`src/sv/vfa_sqrt.sv`:
```
`default_nettype none

module vfa_sqrt #(
    parameter int WIDTH = 32
) (
    input  wire                  i_clk,
    input  wire                  i_en,
    input  wire  [2*WIDTH-1:0]   i_rad,
    output logic [WIDTH-1:0]     o_root
);

    localparam int W  = WIDTH;
    localparam int RW = WIDTH + 2;

    logic [RW-1:0]  r_rem  [W-1];
    logic [W-1:0]   r_root [W];
    logic [2*W-1:0] r_rad  [W-1];

    // one result bit per stage, two radicand bits brought down each time
    for (genvar k = 0; k < W; k++) begin : g_st
        logic [RW-1:0]  rem_in;
        logic [W-1:0]   root_in;
        logic [2*W-1:0] rad_in;
        logic [RW+1:0]  remsh, trial;
        logic           fit;

        if (k == 0) begin : g_first
            assign rem_in  = '0;
            assign root_in = '0;
            assign rad_in  = i_rad;
        end else begin : g_next
            assign rem_in  = r_rem[k-1];
            assign root_in = r_root[k-1];
            assign rad_in  = r_rad[k-1];
        end

        assign remsh = {rem_in, rad_in[2*W-1 -: 2]};
        assign trial = {2'b00, root_in, 2'b01};
        assign fit   = (remsh >= trial);

        always_ff @(posedge i_clk) begin
            if (i_en) begin
                r_root[k] <= {root_in[W-2:0], fit};
            end
        end

        if (k < W - 1) begin : g_carry
            always_ff @(posedge i_clk) begin
                if (i_en) begin
                    r_rem[k] <= fit ? RW'(remsh - trial) : remsh[RW-1:0];
                    r_rad[k] <= {rad_in[2*W-3:0], 2'b00};
                end
            end
        end
    end

    assign o_root = r_root[W-1];

endmodule

`default_nettype wire

```
`config.mk`:
```
export PLATFORM = sky130hd
export DESIGN_NAME = vfa_sqrt
export DESIGN_NICKNAME = d
export VERILOG_FILES = /design/src/sv/vfa_sqrt.sv
export SDC_FILE = /design/constraint.sdc
export NUM_CORES = 2
export LEC_CHECK = 0
export BUFFER_PORTS_ARGS = -buffer_cell sky130_fd_sc_hd__buf_2
export CELL_PAD_IN_SITES_DETAIL_PLACEMENT = 1
export CELL_PAD_IN_SITES_GLOBAL_PLACEMENT = 2
export CORE_ASPECT_RATIO = 1.2
export CORE_UTILIZATION = 41
export DETAILED_ROUTE_END_ITERATION = 10
export PLACE_DENSITY_LB_ADDON = 0.08
export SYNTH_ARGS = -nofsm -noshare
export SYNTH_HDL_FRONTEND = slang
export SYNTH_SLANG_ARGS = --single-unit
```
`constraint.sdc`:
```
create_clock -name i_clk -period 3.7 [get_ports i_clk]
set_input_delay 0 -clock i_clk [delete_from_list [all_inputs] [get_ports i_clk]]
set_output_delay 0 -clock i_clk [all_outputs]
set_load 0.02 [all_outputs]
```
[Word level (Yosys, flattened, before mapping)]
Memories as Yosys holds them, arrays and structs flattened.
Cells that the tools add are included.
Widths: inputs -> output; s select.
Storage, ports and cells
  bits in registers: 0
  logic and storage cells: 99
  output and inout port bits: 32
  input port bits: 66
  RAM bits: 4000
  memories: 3
Memory list
  r_rad: depth 31, bits a word 62, read ports 31, clocked after memory_dff 0, wr ports 31, RTL line 17  | logic [2*W-1:0] r_rad [W-1];
  r_rem: depth 31, bits a word 34, read ports 31, clocked after memory_dff 0, wr ports 31, RTL line 15  | logic [RW-1:0] r_rem [W-1];
  r_root: depth 32, bits a word 32, read ports 32, clocked after memory_dff 0, wr ports 32, RTL line 16  | logic [W-1:0] r_root [W];
Cells by class
  magnitude comparators: 32
  add/sub/neg operators: 31
  muxes and demuxes: 33
Operator list (number)
  $ge 36x34->1: 31
  $mux 34: 31
  $sub 34x34->34: 30
  $sub 2x1->3 const B: 1
  $ge 2x1->1 const B: 1
  $mux 1: 2

[Longest topological paths before layout]
An unclocked memory read counts as a cell.
  depth after elaboration: 3
  mapped depth: 15
  gate-level depth less buffers: 12

[Worst setup path before layout]
OpenSTA, ideal clock, no wires.
  path kind: reg-to-reg
  from: memory r_rem[5][16] in the netlist's numbering
  to: memory r_rem[5][53] in the netlist's numbering (data pin)
  data required time: 3429 ps
  arrival: 3167 ps
  path buffers: 2
  setup time: 271 ps
  setup slack: 262 ps
  stages on the path, launching flop included: 12
  period minus slack after synthesis: 3438 ps
  cells stage by stage: edfxtp_1 -> or4_1 -> or3_1 -> or2_1 -> buf_2 -> or4_1 -> nor4_1 -> a21boi_4 -> or4_1 -> buf_4 -> nor4_1 -> xor2_1
RTL lines (RTL line)
  from (decl): 15

==> results.yml <==
finish:
  final_nets: 10460
  layout_commonest_cell: "edfxtp_1"
  fin_util: 0.4745
  mostFrequentLayoutCells: "edfxtp_1 (2,523), inv_1 (734), nand2_1 (717)"
  fillers: 29080
  fin_area_um2: 135700
  drive_gt1_frac: 0.09084
  area_growth_pct: 15.12
placement:
  numPortBuffers: 97
  hpwlAfterDp_mm: 215.0
  gp_congestion: 0.8638
  place_area_um2: 125200
job:
  maxCapViolCount: 0
setup_path:
  cp-start-kind: "flop"
  setup.worst_path.end_class: "flop"
  r2r_end: "r_rem[13][65]"
  cp.arrival_ps: 4090
  critPathRequiredTime_ps: 4270
  worst-path-max-fanout: 31
  crit_type: "flop to flop"
  worst_r2r_path_depth: 13
  rrSetupSlack_ps: 180
  timing.rr.start: "r_root[6][65]"
logic_synthesis:
  synth_top_area_frac: 0.6428
  yosysSeqAreaShare: 0.6428
  synth_edf_count: 2523
  synth_area_leaders: "edfxtp_1 (64%), ha_1 (6.0%), xor2_1 (3.2%), xnor2_1 (3.1%), o21ai_0 (2.4%)"
  synth_nets: 9852
  ys.flop_type: "edfxtp_1"
  yosysWarnings: 0
  syn-instance-count: 9224
  yosys.cell_types.count: 85
  netlist_area_um2: 117900
  ys_seq_elements: 2523
  synth_area_leader_cell: "edfxtp_1"
  async_flop_share: 0
  syn_avg_cell_area_um2: 12.78
floorplanning:
  die_h_um: 589.3
  ioPinCount: 98
  fp-row-count: 215
  start_util: 0.4122
  die_x_um: 491.5
  coreArea_um2: 286000
  die_area_um2: 289600
clock_tree:
  cts_sinks: 2523
  htree_levels: 5
  clk_pin_slew_worst_paths_ps: 60
  cts_root_buf: "clkbuf_16"
  numCtsBuffers: 282
  cts_tree: "yes"
  clk-insertion-delay-late_ps: 850
  cts_max_path_buffers: 4
routing:
  drtIter0Drc: 3343
  vias: 72270
  via_per_inst: 5.222
  wire_per_inst_um: 20.77
  ant_nets: 0
  drc: 10
  finalWirelength_mm: 287.4
  firstDrtPassIters: 8
worst_hold_path:
  worstHoldEndpoint: "r_rad[0][7]"
  hold_depth: 2
  hold_start: "i_en"
  hp-class: "input pin to flop"
global_routing:
  grt_pass1_wl_mm: 446.7
  gr-usage-all-layers: 0.1968
  antenna_found_initial: 3
  overflow: 0
  grt_max_degree: 106
  first_global_vias: 77000
power:
  p_leak_uw: 0.05148
  vdd_drop_max_v: 0.0003862
  power_density_nw_per_um2: 619.6
sta:
  maxSlewHeadroom: 0.1354
  rsz0062_at_grt: "no"
  fmax_ghz: 0.2839
  finalWorstPathRequiredPeriod_ps: 3522
  hold_viol: 0
  drv_slew: 0
  fin_skew_ps: 57.22
  worstMarginPinSlew_ps: 1297
  finalCritPeriodShare: 0.9519
  setup_viol: 0
outcome:
  status: "complete, but fails checks"
  violations: "DRC"
==> flip-flops by register name, summed over array words and instances, names as in the netlist <==
register  flops
r_rad       992
r_root      528
r_rem      1003
==> Yosys cell counts, drive strengths merged, types with 116 or more instances <==
| master | instances |
|---|---|
| clkbuf | 178 |
| nor2 | 487 |
| nand2b | 116 |
| ha | 562 |
| a21o | 212 |
| inv | 737 |
| o21ai | 572 |
| nand3 | 143 |
| nor4 | 118 |
| nand2 | 718 |
| a21oi | 527 |
| xnor2 | 415 |
| edfxtp | 2523 |
| nor3 | 234 |
| xor2 | 425 |
==> where the power goes <==
group	switching, µW	leakage [µW]	total (µW)	internal, µW
Clock	11400	0.00441	27800	16400
Combinational	10300	0.0228	17500	7220
Sequential	2550	0.0243	38700	36100
Total	24300	0.0515	84100	59800
==> routing by layer <==
metal | track usage | part of all wire | vias up
met3 | 0.02420 | 0.027 | 407
met1 | 0.2357 | 0.42 | 35840
met2 | 0.3689 | 0.53 | 782
met5 | 0 | 0 | -
met4 | 0.05198 | 0.025 | 0
li1 | - | - | 35240
==> final cells by class <==
class / count / area [µm²] / share of cell area
timing repair buffer: 514 / 4498 / 0.03315
sequential: 2523 / 75760 / 0.5584
multi-input combinational: 5769 / 38800 / 0.2859
inverter: 738 / 2770 / 0.02042
antenna: 3 / 7.507 / 0.00005533
clock buffer: 340 / 7423 / 0.05471
tap: 3797 / 4751 / 0.03501
clock inverter: 156 / 1675 / 0.01235
==> repair_timing <==
action                                  in CTS  in global routing
pin swaps                                    0                  2
buffers inserted                             0                  3
gates resized for setup                      4                 19
hold buffers                               130                  0
endpoints found under the setup margin       3                 64
hold endpoints to repair                   299                  0
==> how the worst max path moves through the flow <==
stage                  startpoint  depth (start not counted)       endpoint
floorplan            r_rem[5][16]                         11   r_rem[5][53]
global placement     r_root[4][7]                         10   r_rem[8][42]
detailed placement   r_rem[2][45]                          9   r_rem[3][32]
CTS                  r_rem[5][34]                         11   r_rem[6][29]
global route        r_root[6][65]                         13  r_rem[13][65]
finish              r_root[6][65]                         13  r_rem[13][65]
==> worst max-delay path: stages (launching register included) <==
cell      delay, ps
edfxtp_1        470
inv_1            70
ha_1            350
o21a_1          150
o31a_1          240
o41ai_1         120
buf_4           160
o211ai_1        250
nand3_1         190
o31ai_1         400
a21oi_4         120
buf_4           260
nor4_1          360
xor2_1          110
==> metrics by stage <==
step           power [µW]  hold WS (ps)  worst slack [ps]  instances  TNS, ps
6_report            84070         144.2             177.8      13840        0
5_1_grt             88320         151.9             1.795      13840        0
4_1_cts             85320         256.6             20.88      13830        0
3_5_place_dp        56860         178.3            -3.109      13210   -3.109
3_3_place_gp        56570         177.8             40.50      13210        0
2_1_floorplan       50060         98.87             262.0       9224        0
==> cell families (layout without fill, tap and decap cells) <==
kind of cell,after synthesis,count (layout),share of synthesized area
AOI/OAI and AO/OA,1910,1910,0.1000
xor gates and xnor gates,840,840,0.06242
adders and majority gates,562,562,0.05966
buffers and inverters,932,1748,0.02979
DFF,2523,2523,0.6428
muxes,46,46,0.004289
other,1,4,0.00003182
and+or+nand+nor,2410,2410,0.1010
Note: power is estimated with default switching activity, not from simulation.
